===== src/rtl/dewp_pkg.sv =====
// shared types and constants for the digitizer event word parser
package dewp_pkg;

    // number of digitizer channels, two per channel pair
    localparam int NUM_CHANNELS = 8;

    // pairs covered by the 4-bit pair mask in the board header
    localparam int PAIR_LIMIT = ((NUM_CHANNELS / 2) < 4) ? (NUM_CHANNELS / 2) : 4;

    // depth of the queue between parser and output stage
    localparam int QUEUE_DEPTH = 4;
    localparam int QUEUE_AW    = $clog2(QUEUE_DEPTH);
    localparam int QUEUE_CW    = $clog2(QUEUE_DEPTH + 1);

    // packed result payload width: 3 + 31 + 14 + 14 + 8 + 2
    localparam int OUT_TDATA_W = 72;

    // error codes carried with an error result
    localparam logic [1:0] ERR_FORMAT   = 2'd1;
    localparam logic [1:0] ERR_DISABLED = 2'd2;

    // result kinds
    typedef enum logic [1:0] {
        KIND_TIME_TAG    = 2'd0,
        KIND_SAMPLE_PAIR = 2'd1,
        KIND_BOARD_DONE  = 2'd2,
        KIND_ERROR       = 2'd3
    } kind_t;

    // one parsed result as it travels through the queue
    typedef struct packed {
        kind_t       kind;
        logic [2:0]  channel;
        logic [30:0] data;          // low 31 bits of the source word
        logic        last_pair;
        logic [7:0]  present_mask;
        logic [1:0]  error_code;
    } result_t;

endpackage


===== src/rtl/digitizer_event_word_parser_unit.sv =====
// top level of the digitizer event word parser
//
//  channel  dir  ports             contents
//  s_       in   tdata[31:0]       readout word
//                tuser[0]          start of board event
//  m_       out  tdata[71:0]       channel, time tag, samples, present mask, error code
//                tuser[1:0]        result kind
//                tlast             last sample pair of an event
//
// one request per cycle in steady state; a word's result is queued at the edge that takes
// it and reaches m_ through the output register once that register is free.
// a four-entry queue sits between parser and output register, so s_tready only
// drops when the queue is full under a stalled m_tready.
// reset (aresetn low, synchronous) returns the parser to waiting for a start word
// and empties queue and output register.
module digitizer_event_word_parser_unit import dewp_pkg::*; (
    input  logic                   aclk,
    input  logic                   aresetn,
    input  logic                   s_tvalid,
    output logic                   s_tready,
    input  logic [31:0]            s_tdata,   // word
    input  logic [0:0]             s_tuser,   // start_of_event
    output logic                   m_tvalid,
    input  logic                   m_tready,
    // channel[2:0], time_tag[33:3], sample_low[47:34], sample_high[61:48],
    // present_mask[69:62], error_code[71:70]
    output logic [OUT_TDATA_W-1:0] m_tdata,
    output logic [1:0]             m_tuser,   // kind
    output logic                   m_tlast    // last_pair
);

    logic    q_full;
    logic    q_empty;
    logic    q_push;
    logic    q_pop;
    result_t q_in;
    result_t q_out;

    // parser
    dewp_front u_front (
        .aclk       (aclk),
        .aresetn    (aresetn),
        .in_valid   (s_tvalid),
        .in_ready   (s_tready),
        .in_word    (s_tdata),
        .in_start   (s_tuser[0]),
        .queue_full (q_full),
        .res_push   (q_push),
        .res_data   (q_in)
    );

    // result queue
    dewp_queue u_queue (
        .aclk      (aclk),
        .aresetn   (aresetn),
        .push      (q_push),
        .push_data (q_in),
        .full      (q_full),
        .pop       (q_pop),
        .pop_data  (q_out),
        .empty     (q_empty)
    );

    // output stage
    dewp_back u_back (
        .aclk        (aclk),
        .aresetn     (aresetn),
        .queue_empty (q_empty),
        .queue_data  (q_out),
        .queue_pop   (q_pop),
        .m_tvalid    (m_tvalid),
        .m_tready    (m_tready),
        .m_tdata     (m_tdata),
        .m_tuser     (m_tuser),
        .m_tlast     (m_tlast)
    );

endmodule


===== src/rtl/dewp_front.sv =====
// parser front end: walks board, channel and event headers, one word per cycle while the queue has room
module dewp_front import dewp_pkg::*; (
    input  logic        aclk,
    input  logic        aresetn,
    input  logic        in_valid,
    output logic        in_ready,
    input  logic [31:0] in_word,
    input  logic        in_start,
    input  logic        queue_full,
    output logic        res_push,
    output result_t     res_data
);

    localparam logic [3:0] PAIR_VALID = 4'((1 << PAIR_LIMIT) - 1);

    typedef enum logic [2:0] {
        PH_IDLE,
        PH_BOARD,
        PH_CHAN,
        PH_EVENT,
        PH_DONE_PENDING
    } phase_t;

    typedef struct packed {
        logic       found;
        logic [1:0] idx;
    } pair_sel_t;

    // lowest enabled pair at or above from
    function automatic pair_sel_t next_pair(input logic [3:0] mask, input logic [2:0] from);
        pair_sel_t s;
        s.found = 1'b0;
        s.idx   = 2'd0;
        for (int p = PAIR_LIMIT - 1; p >= 0; p--) begin
            if (mask[p] && (3'(p) >= from)) begin
                s.found = 1'b1;
                s.idx   = 2'(p);
            end
        end
        return s;
    endfunction

    phase_t      phase_reg, phase_next;
    logic [1:0]  hdr_reg, hdr_next;
    logic [3:0]  mask_reg, mask_next;
    logic [1:0]  pair_reg, pair_next;
    logic [14:0] left_reg, left_next;
    logic [13:0] ev_idx_reg, ev_idx_next;
    logic [13:0] wave_reg, wave_next;
    logic        charge_reg, charge_next;
    logic        extras_reg, extras_next;
    logic        odd_reg, odd_next;
    logic [7:0]  seen_reg, seen_next;

    logic        accept;
    logic        complete;
    logic [14:0] size_cur;
    logic [14:0] size_hdr;
    logic [14:0] blk_size;
    logic [14:0] left_evt;
    logic [2:0]  tag_ch;
    pair_sel_t   np_first;
    pair_sel_t   np_after;

    assign in_ready = !queue_full;
    assign accept   = in_valid && in_ready;

    // event sizes for the current and the incoming channel header
    assign size_cur = 15'd1 + {1'b0, wave_reg} + {14'd0, charge_reg} + {14'd0, extras_reg};
    assign size_hdr = 15'd1 + {1'b0, in_word[11:0], 2'b00}
                    + {14'd0, in_word[30]} + {14'd0, in_word[28]};
    assign blk_size = in_word[14:0];
    assign left_evt = (ev_idx_reg == 14'd0) ? (left_reg - size_cur) : left_reg;
    assign tag_ch   = {pair_reg, in_word[31]};

    // pair search from the bottom and from the one after the current pair
    assign np_first = next_pair(mask_reg, 3'd0);
    assign np_after = next_pair(mask_reg, {1'b0, pair_reg} + 3'd1);

    // next state and result
    always_comb begin
        phase_next  = phase_reg;
        hdr_next    = hdr_reg;
        mask_next   = mask_reg;
        pair_next   = pair_reg;
        left_next   = left_reg;
        ev_idx_next = ev_idx_reg;
        wave_next   = wave_reg;
        charge_next = charge_reg;
        extras_next = extras_reg;
        odd_next    = odd_reg;
        seen_next   = seen_reg;
        complete    = 1'b0;
        res_push    = 1'b0;
        res_data    = '0;

        if (accept) begin
            // board done held over from the previous word
            if (phase_reg == PH_DONE_PENDING) begin
                res_push              = 1'b1;
                res_data.kind         = KIND_BOARD_DONE;
                res_data.present_mask = seen_reg;
                phase_next            = PH_IDLE;
            end

            if (in_start) begin
                seen_next  = 8'd0;
                mask_next  = 4'd0;
                pair_next  = 2'd0;
                hdr_next   = 2'd1;
                phase_next = PH_BOARD;
            end else begin
                unique case (phase_reg)
                    PH_BOARD: begin
                        if (hdr_reg == 2'd1) begin
                            mask_next = in_word[3:0] & PAIR_VALID;
                        end
                        if (hdr_reg == 2'd3) begin
                            if (np_first.found) begin
                                pair_next  = np_first.idx;
                                phase_next = PH_CHAN;
                                hdr_next   = 2'd0;
                            end else begin
                                complete = 1'b1;
                            end
                        end else begin
                            hdr_next = hdr_reg + 2'd1;
                        end
                    end
                    PH_CHAN: begin
                        if (hdr_reg == 2'd0) begin
                            if (!in_word[31]) begin
                                res_push            = 1'b1;
                                res_data.kind       = KIND_ERROR;
                                res_data.channel    = {pair_reg, 1'b0};
                                res_data.error_code = ERR_FORMAT;
                                phase_next          = PH_IDLE;
                            end else begin
                                left_next = (blk_size >= 15'd2) ? (blk_size - 15'd2) : 15'd0;
                                hdr_next  = 2'd1;
                            end
                        end else if (!in_word[27] || !in_word[29]) begin
                            res_push            = 1'b1;
                            res_data.kind       = KIND_ERROR;
                            res_data.channel    = {pair_reg, 1'b0};
                            res_data.error_code = ERR_DISABLED;
                            phase_next          = PH_IDLE;
                        end else begin
                            wave_next   = {in_word[11:0], 2'b00};
                            charge_next = in_word[30];
                            extras_next = in_word[28];
                            if (left_reg >= size_hdr) begin
                                phase_next  = PH_EVENT;
                                ev_idx_next = 14'd0;
                            end else if (np_after.found) begin
                                pair_next  = np_after.idx;
                                phase_next = PH_CHAN;
                                hdr_next   = 2'd0;
                            end else begin
                                complete = 1'b1;
                            end
                        end
                    end
                    PH_EVENT: begin
                        if (ev_idx_reg == 14'd0) begin
                            odd_next         = in_word[31];
                            seen_next        = seen_reg | (8'd1 << tag_ch);
                            res_push         = 1'b1;
                            res_data.kind    = KIND_TIME_TAG;
                            res_data.channel = tag_ch;
                            res_data.data    = in_word[30:0];
                        end else if (ev_idx_reg <= wave_reg) begin
                            res_push           = 1'b1;
                            res_data.kind      = KIND_SAMPLE_PAIR;
                            res_data.channel   = {pair_reg, odd_reg};
                            res_data.data      = in_word[30:0];
                            res_data.last_pair = (ev_idx_reg == wave_reg);
                        end
                        left_next   = left_evt;
                        ev_idx_next = ev_idx_reg + 14'd1;
                        // end of event: another one, the next pair, or board end
                        if (({1'b0, ev_idx_reg} + 15'd1) >= size_cur) begin
                            if (left_evt >= size_cur) begin
                                ev_idx_next = 14'd0;
                            end else if (np_after.found) begin
                                pair_next  = np_after.idx;
                                phase_next = PH_CHAN;
                                hdr_next   = 2'd0;
                            end else begin
                                complete = 1'b1;
                            end
                        end
                    end
                    default: begin
                    end
                endcase
            end

            // board done now, or on the next word if this one gave a result
            if (complete) begin
                if (!res_push) begin
                    res_push              = 1'b1;
                    res_data.kind         = KIND_BOARD_DONE;
                    res_data.present_mask = seen_next;
                    phase_next            = PH_IDLE;
                end else begin
                    phase_next = PH_DONE_PENDING;
                end
            end
        end
    end

    // parser state
    always_ff @(posedge aclk) begin
        if (!aresetn) begin
            phase_reg  <= PH_IDLE;
            hdr_reg    <= 2'd0;
            mask_reg   <= 4'd0;
            pair_reg   <= 2'd0;
            left_reg   <= 15'd0;
            ev_idx_reg <= 14'd0;
            wave_reg   <= 14'd0;
            charge_reg <= 1'b0;
            extras_reg <= 1'b0;
            odd_reg    <= 1'b0;
            seen_reg   <= 8'd0;
        end else begin
            phase_reg  <= phase_next;
            hdr_reg    <= hdr_next;
            mask_reg   <= mask_next;
            pair_reg   <= pair_next;
            left_reg   <= left_next;
            ev_idx_reg <= ev_idx_next;
            wave_reg   <= wave_next;
            charge_reg <= charge_next;
            extras_reg <= extras_next;
            odd_reg    <= odd_next;
            seen_reg   <= seen_next;
        end
    end

endmodule


===== src/rtl/dewp_queue.sv =====
// short result queue between the parser and the output stage
module dewp_queue import dewp_pkg::*; (
    input  logic    aclk,
    input  logic    aresetn,
    input  logic    push,
    input  result_t push_data,
    output logic    full,
    input  logic    pop,
    output result_t pop_data,
    output logic    empty
);

    result_t             store [QUEUE_DEPTH];
    logic [QUEUE_AW-1:0] wr_ptr_reg, wr_ptr_next;
    logic [QUEUE_AW-1:0] rd_ptr_reg, rd_ptr_next;
    logic [QUEUE_CW-1:0] count_reg, count_next;

    assign full     = (count_reg == QUEUE_CW'(QUEUE_DEPTH));
    assign empty    = (count_reg == '0);
    assign pop_data = store[rd_ptr_reg];

    // pointer and count update
    always_comb begin
        wr_ptr_next = wr_ptr_reg;
        rd_ptr_next = rd_ptr_reg;
        count_next  = count_reg;
        if (push) begin
            wr_ptr_next = (wr_ptr_reg == QUEUE_AW'(QUEUE_DEPTH - 1)) ? '0 : wr_ptr_reg + 1'b1;
        end
        if (pop) begin
            rd_ptr_next = (rd_ptr_reg == QUEUE_AW'(QUEUE_DEPTH - 1)) ? '0 : rd_ptr_reg + 1'b1;
        end
        if (push && !pop) begin
            count_next = count_reg + 1'b1;
        end else if (pop && !push) begin
            count_next = count_reg - 1'b1;
        end
    end

    always_ff @(posedge aclk) begin
        if (!aresetn) begin
            wr_ptr_reg <= '0;
            rd_ptr_reg <= '0;
            count_reg  <= '0;
        end else begin
            wr_ptr_reg <= wr_ptr_next;
            rd_ptr_reg <= rd_ptr_next;
            count_reg  <= count_next;
        end
    end

    // entry storage
    always_ff @(posedge aclk) begin
        if (push) begin
            store[wr_ptr_reg] <= push_data;
        end
    end

endmodule


===== src/rtl/dewp_back.sv =====
// output stage: formats queued results into the result channel register
module dewp_back import dewp_pkg::*; (
    input  logic                   aclk,
    input  logic                   aresetn,
    input  logic                   queue_empty,
    input  result_t                queue_data,
    output logic                   queue_pop,
    output logic                   m_tvalid,
    input  logic                   m_tready,
    output logic [OUT_TDATA_W-1:0] m_tdata,
    output logic [1:0]             m_tuser,
    output logic                   m_tlast
);

    logic                   valid_reg, valid_next;
    logic [OUT_TDATA_W-1:0] data_reg, data_next;
    logic [1:0]             user_reg, user_next;
    logic                   last_reg, last_next;

    logic [30:0] time_tag;
    logic [13:0] sample_low;
    logic [13:0] sample_high;
    logic        is_tag;
    logic        is_sample;

    assign queue_pop = !queue_empty && (!valid_reg || m_tready);

    // field extraction by kind
    assign is_tag      = (queue_data.kind == KIND_TIME_TAG);
    assign is_sample   = (queue_data.kind == KIND_SAMPLE_PAIR);
    assign time_tag    = is_tag ? queue_data.data : 31'd0;
    assign sample_low  = is_sample ? queue_data.data[13:0] : 14'd0;
    assign sample_high = is_sample ? queue_data.data[29:16] : 14'd0;

    // output register load
    always_comb begin
        valid_next = valid_reg;
        data_next  = data_reg;
        user_next  = user_reg;
        last_next  = last_reg;
        if (queue_pop) begin
            valid_next = 1'b1;
            data_next  = {queue_data.error_code, queue_data.present_mask, sample_high,
                          sample_low, time_tag, queue_data.channel};
            user_next  = queue_data.kind;
            last_next  = queue_data.last_pair;
        end else if (m_tready) begin
            valid_next = 1'b0;
        end
    end

    always_ff @(posedge aclk) begin
        if (!aresetn) begin
            valid_reg <= 1'b0;
        end else begin
            valid_reg <= valid_next;
        end
    end

    always_ff @(posedge aclk) begin
        data_reg <= data_next;
        user_reg <= user_next;
        last_reg <= last_next;
    end

    assign m_tvalid = valid_reg;
    assign m_tdata  = data_reg;
    assign m_tuser  = user_reg;
    assign m_tlast  = last_reg;

endmodule


===== config.mk =====
export PLATFORM = sky130hd
export DESIGN_NAME = digitizer_event_word_parser_unit
export DESIGN_NICKNAME = d
export VERILOG_FILES = /design/src/rtl/dewp_pkg.sv /design/src/rtl/digitizer_event_word_parser_unit.sv /design/src/rtl/dewp_front.sv /design/src/rtl/dewp_queue.sv /design/src/rtl/dewp_back.sv
export SDC_FILE = /design/constraint.sdc
export NUM_CORES = 1
export LEC_CHECK = 0
export BUFFER_PORTS_ARGS = -buffer_cell sky130_fd_sc_hd__buf_2
export CAP_MARGIN = 30
export CORE_UTILIZATION = 45
export DETAILED_ROUTE_END_ITERATION = 16
export MAX_ROUTING_LAYER = met4
export PLACE_DENSITY_LB_ADDON = 0.1
export RECOVER_POWER = 100
export SLEW_MARGIN = 20
export SYNTH_ARGS = -nofsm -noshare
export SYNTH_HDL_FRONTEND = slang
export SYNTH_SLANG_ARGS = --single-unit

===== constraint.sdc =====
create_clock -name aclk -period 8.2 [get_ports aclk]
set_clock_uncertainty 0.15 [all_clocks]
set_input_delay 0.41 -clock aclk [delete_from_list [all_inputs] [get_ports aclk]]
set_output_delay 0.41 -clock aclk [all_outputs]
set_load 0.01 [all_outputs]

==> qor.txt, run 1 <==
Worst path required time: 8.20 ns
Total Routing Usage GR: 0.219
Clock Sinks: 336
Failing checks: negative hold slack, max-capacitance violations, max-slew violations
Worst Tran Pin Value: 3.32 ns
Ys async rst share: 0
Share of cells above drive strength 1: 0.114
Tot Pwr: 4.96 mW
Crit-path max FO: 28
WL per Instance: 20.3 um
Drt first pass iters: 5
# hold bufs at CTS: 7
RSZ-0062 raised after global routing: no
Root buf cell: clkbuf_16
Number of synthesis warnings: 0
Synthesis-to-finish area growth: 14.1%
Slew margin rel.: -1.21
# IOs: 114
Avg Synthesized Cell Area: 12.7 um^2
Post-synth net total: 1,366
Die area: 35,900 um^2
Netlist cell types: 76
Post-Syn Area: 15,800 um^2
Highest clock rate: 143 MHz
Final WS setup: 1.19 ns
HPWL Detailed: 26.6 mm
Number of core rows: 68
Die Y: 189 um
CTS resizes: 0
P_leak: 6.37 nW
Fin nets: 1,497
Drt drc: 0
H-tree depth: 2
Final Cycle Share: 0.855
EDFF count, synth: 263
Initial antenna violation count: 1
Max incr delay on CP: 1.03 ns
Worst Setup End Kind: flop
Syn Inst Count: 1,246
1st-iter DRT viols: 735
Setup WS pre-CTS: 1.83 ns
Die width: 189 um
Number of hold violations in the final report: 1
Maximum vdd drop: 173 uV
Primary FF master, synth: edfxtp_1
Pwr Density: 275 nW/um^2
HP Class: primary input to flop
Critical path data arrival time: 7.01 ns
Commonest non-fill, non-tap cell in the layout: edfxtp_1
Max reg flops: 188
Register area share after synthesis: 0.592
Reg clk slew, reported paths: 0.06 ns
Clk_lat worst skew: 0.54 ns
Antenna-violating nets left: 0
Routed WL: 37.7 mm
Gr ovfl total: 0
Most frequent cells in the layout: 263 x edfxtp_1, 94 x clkbuf_1, 92 x nand2_1, 87 x nor2_1, 82 x ha_1
Vias in the first global route: 10,243
First-pass GRT wire length: 58.1 mm
Starting Density: 0.458
Via density: 5.58
Fin crit period: 7.01 ns
Status: complete, but fails checks
Max-cap violations: 5
Via count: 10,383
Maximum buffer depth of the clock tree: 3
CP cell instances: inv_1, ha_1, nor4b_1, nand4_1, o21ai_0, ha_1, a211oi_1, nand2_1, nand2_1, o21ai_0, or3_1, nor4_1, o31ai_1, clkinv_1, and2_2, clkbuf_2
Hold Slack: -0.00662 ns
CTS Buf Count: 39
Setup slack, reg-to-reg: 1.19 ns
Worst setup SP type: flop
Setup TNS Final: 0 ns
Seq cells post-synth: 336
GP Congestion: 0.912
Final Setup Violations: 0
Max stage delay cell, worst path: nand4_1
Port-buffer cells: 113
CTS tree: yes
WS Path Type: flop to flop
Post-CTS Setup Repair Bufs: 0
Area of the core: 34,500 um^2
Largest net degree at the start of global routing: 64
Final slew viol count: 188
synth_stat cells (3+ instances only):
| cell type | instances | area (um^2) |
|---|---|---|
| a211oi_1 | 8 | 60.1 |
| a21oi_1 | 72 | 360 |
| o41ai_1 | 4 | 35.0 |
| buf_1 | 7 | 26.3 |
| a31oi_1 | 7 | 43.8 |
| o221ai_1 | 5 | 43.8 |
| nor4_1 | 6 | 37.5 |
| xnor2_1 | 25 | 219 |
| o21ai_0 | 45 | 225 |
| a22oi_1 | 14 | 105 |
| and4_1 | 3 | 26.3 |
| inv_1 | 59 | 221 |
| and3_1 | 12 | 75.1 |
| nand2b_1 | 7 | 43.8 |
| o21a_1 | 4 | 30.0 |
| nor3_1 | 43 | 215 |
| nand2_1 | 92 | 345 |
| xor2_1 | 11 | 96.3 |
| o211ai_1 | 7 | 52.6 |
| o22ai_1 | 5 | 31.3 |
| nand3_1 | 29 | 145 |
| clkbuf_1 | 34 | 128 |
| mux2_2 | 4 | 45.0 |
| ha_1 | 82 | 1030 |
| nand4b_1 | 3 | 26.3 |
| a2111oi_0 | 3 | 26.3 |
| edfxtp_1 | 263 | 7900 |
| buf_2 | 3 | 15.0 |
| and2_1 | 89 | 557 |
| a21o_1 | 13 | 97.6 |
| or2_2 | 4 | 25.0 |
| dfxtp_1 | 73 | 1460 |
| mux4_2 | 47 | 1060 |
| mux2i_1 | 8 | 80.1 |
| o21bai_1 | 6 | 45.0 |
| nor2_1 | 87 | 327 |
| nand4_1 | 11 | 68.8 |
| nor2b_1 | 8 | 50.1 |
logic make-up (layout without fill, tap and decap cells):
family,after synthesis,count (layout),synth area share
adders and majority gates,83,83,0.0661
xor gates and xnor gates,36,36,0.0199
buffers and inverters,106,266,0.0261
muxes,60,60,0.0763
other,0,1,0
AOI/OAI and AO/OA,216,216,0.0881
and+or+nand+nor,409,409,0.132
DFF,336,336,0.592
worst max-delay path: cells and delay by family (launching register included):
family,cells,cell delay [ns]
DFF,1,0.37
AOI/OAI and AO/OA,4,1.42
buffers and inverters,3,0.99
and+or+nand+nor,7,3.14
adders and majority gates,2,0.52
cell type report:
cell class	count	area, um^2
Antenna cell	1	2.50
Inverter	60	225
Sequential cell	336	9360
Clock inverter	23	290
Clock buffer	47	1010
Timing Repair Buffer	136	618
Multi-Input combinational cell	804	5980
Tap cell	455	569
Fill cell	3078	16500
stage by stage:
stage,instances,utilization,cell area (um^2)
floorplan,1246,-,15800
detailed placement,1783,0.489,16900
finish,1862,0.523,18100
CTS,1860,0.529,18300
global placement,1782,0.489,16900
global route,1862,0.523,18100
where the power goes:
| part | switching, mW | internal [mW] |
|---|---|---|
| Clock | 0.687 | 1.07 |
| Combinational | 0.575 | 0.381 |
| Sequential | 0.0755 | 2.17 |
path summary, 6_finish.rpt:
kind / start / endpoint / cells past startpoint
max: u_front.ev_idx_reg[0]$_SDFFE_PN0P_ / u_queue.store[2][33]$_DFFE_PP_ / 16
min: m_tready / u_back.m_tvalid$_SDFFE_PN0P_ / 4
max reg2reg: u_front.ev_idx_reg[0]$_SDFFE_PN0P_ / u_queue.store[2][33]$_DFFE_PP_ / 16
min reg2reg: u_front.extras_reg$_SDFFE_PN0P_ / u_front.extras_reg$_SDFFE_PN0P_ / 2
layer usage:
layer	global-route usage	vias up	share of wire	wire, um
li1	-	4932	-	-
met1	0.287	5101	0.45	16800
met2	0.346	284	0.47	17700
met3	0.0334	66	0.052	1950
met4	0.0769	0	0.032	1200
met5	-	-	0	0
Power figures use the tool's default switching activity.
==> inputs of run 2 (changes only) <==
--- a/config.mk
+++ b/config.mk
@@ -9,6 +9,7 @@
 export CAP_MARGIN = 30
 export CORE_UTILIZATION = 45
 export DETAILED_ROUTE_END_ITERATION = 16
+export HOLD_SLACK_MARGIN = 0.1
 export MAX_ROUTING_LAYER = met4
 export PLACE_DENSITY_LB_ADDON = 0.1
 export RECOVER_POWER = 100
==> run 2 against run 1 <==
Compared with the run above:
- the flow finishes with violations (max-capacitance violations, max-slew violations)
- via count rose by 0.51%
- worst setup slack got worse by 0.015 ns
- fmax is 0.22% lower
- combinational power is 0.4% higher
- clock power is essentially flat
- first-iteration DRC count up 1.9%
- die area unchanged
- flip-flop and latch count unchanged
- register-to-register slack lost 0.02 ns
- total power about the same
- critical path type unchanged
- largest cell class unchanged
- largest power group unchanged
==> qor.txt, run 2 (synthesis results as in run 1) <==
Maximum buffer depth of the clock tree: 3 (unchanged)
Gr ovfl total: 0 (unchanged)
Non-Filler Instances: 1,877 (+0.81%)
First-pass GRT wire length: 58.3 mm (+0.43%)
Clock Sinks: 336 (unchanged)
Post-CTS Setup Repair Bufs: 0 (unchanged)
Pwr Density: 272 nW/um^2 (-0.81%)
CTS resizes: 0 (unchanged)
HPWL Detailed: 26.6 mm (unchanged)
WP buf/inv: 3 (unchanged)
CTS Buf Count: 39 (unchanged)
Final Setup Violations: 0 (unchanged)
Fin crit period: 7.02 ns (+0.0155 ns)
Status: complete, but fails checks
Failing checks: max-capacitance violations, max-slew violations
Worst path required time: 8.21 ns (about the same)
Via density: 5.56 (-0.29%)
Initial antenna violation count: 0 (-1)
Worst setup SP type: flop
Number of core rows: 68 (unchanged)
Max incr delay on CP: 1.05 ns (+0.02 ns)
Finished Core Util: 0.527 (+0.00456)
HP Class: primary input to flop
H-tree depth: 2 (unchanged)
Drt drc: 0 (unchanged)
Area of the core: 34,500 um^2 (unchanged)
Number of hold violations in the final report: 0 (-1)
Final Cycle Share: 0.857 (+0.00189)
WL per Instance: 20.2 um (-0.55%)
Antenna-violating nets left: 0 (unchanged)
CP cell instances: inv_1, ha_1, nor4b_1, nand4_1, o21ai_0, ha_1, a211oi_1, nand2_1, nand2_1, o21ai_0, or3_1, nor4_1, o31ai_1, clkinv_1, and2_2, clkbuf_2
Final slew viol count: 188 (unchanged)
Max-cap violations: 5 (unchanged)
Port-buffer cells: 113 (unchanged)
CTS tree: yes
Die Y: 189 um (unchanged)
Critical path data arrival time: 7.03 ns (+0.02 ns)
Share of cells above drive strength 1: 0.113 (-0.00128)
Vias in the first global route: 10,385 (+1.4%)
Worst Setup End Kind: flop
Most frequent cells in the layout: 263 x edfxtp_1, 94 x clkbuf_1, 92 x nand2_1, 87 x nor2_1, 82 x ha_1
Total Routing Usage GR: 0.219 (+0.000536)
Largest net degree at the start of global routing: 64 (unchanged)
Setup TNS Final: 0 ns (unchanged)
Clk_lat worst skew: 0.54 ns (about the same)
Tot Pwr: 4.96 mW (about the same)
Via count: 10,436 (+0.51%)
Drt first pass iters: 5 (unchanged)
Fin nets: 1,513 (+1.1%)
# IOs: 114 (unchanged)
WS Path Type: flop to flop
Maximum vdd drop: 173 uV (+0.21%)
Max reg flops: 188 (unchanged)
Root buf cell: clkbuf_16
Slew margin rel.: -1.21 (+0.00482)
Die area: 35,900 um^2 (unchanged)
Synthesis-to-finish area growth: 15.1%
Starting Density: 0.458 (unchanged)
DP Cell Count: 1,783 (unchanged)
1st-iter DRT viols: 749 (+1.9%)
GP Congestion: 0.912 (unchanged)
# hold bufs at CTS: 23 (+16)
Largest delay share family, worst path: simple AND/OR/NAND/NOR gates
Crit-path max FO: 28 (unchanged)
Highest clock rate: 142 MHz (-0.22%)
P_leak: 6.44 nW (+1.0%)
Die width: 189 um (unchanged)
Commonest non-fill, non-tap cell in the layout: edfxtp_1
Reg clk slew, reported paths: 0.06 ns (about the same)
RSZ-0062 raised after global routing: no
Routed WL: 37.8 mm (+0.25%)
Antenna Cells: 0 (-1)
Worst Tran Pin Value: 3.31 ns (-0.00722 ns)
Max stage delay cell, worst path: nand4_1
## run 2: cell types whose count changed in the layout (fill, tap and decap cells not counted)
cell,change
diode_2,-1
dlygate4sd3_1,+16
## run 2: report_power, final
part           internal, mW  leakage, nW  switching (mW)
clock                  1.07        0.626           0.686
combinational         0.385         2.67           0.575
sequential             2.17         3.15          0.0754
total                  3.62         6.44            1.34
## run 2: path summary, 6_finish.rpt
path	cells past startpoint	slack, ns	startpoint	end
max	16	1.18	u_front.ev_idx_reg[0]$_SDFFE_PN0P_	u_queue.store[2][26]$_DFFE_PP_
min reg2reg	2	0.30	u_front.wave_reg[11]$_SDFFE_PN0P_	u_front.wave_reg[11]$_SDFFE_PN0P_
min	2	0.18	s_tdata[21]	u_queue.store[2][32]$_DFFE_PP_
max reg2reg	16	1.18	u_front.ev_idx_reg[0]$_SDFFE_PN0P_	u_queue.store[2][26]$_DFFE_PP_
## run 2: layer usage
metal	up-vias	global-route usage	wire length, um
li1	4964	-	-
met1	5138	0.286	16900
met2	266	0.350	17800
met3	68	0.0334	1920
met4	0	0.0748	1180
met5	-	-	0
## run 2: metrics by stage
step	hold slack [ns]	area (um^2)	worst slack (ns)
after floorplan	0.278	15800	2.23
after global placement	0.291	16900	1.93
after detailed placement	0.298	16900	1.83
after CTS	0.107	18400	1.75
after global routing	0.201	18200	0.696
final	0.184	18200	1.18
## run 2: worst register-to-register path, cell delays in order (launching register included)
cell	delay, ns
dfxtp_1	0.37
inv_1	0.12
ha_1	0.17
nor4b_1	0.30
nand4_1	1.05
o21ai_0	0.77
ha_1	0.35
a211oi_1	0.30
nand2_1	0.15
nand2_1	0.08
o21ai_0	0.11
or3_1	0.49
nor4_1	0.52
o31ai_1	0.25
clkinv_1	0.17
and2_2	0.57
clkbuf_2	0.72
## run 2: area by class of cell
type / count / area [um^2]
clock buffer: 47 / 1010
clock inverter: 23 / 290
sequential: 336 / 9360
inverter: 60 / 225
tap: 455 / 569
fill: 3060 / 16300
timing repair buffer: 152 / 778
multi-input combinational: 804 / 5980
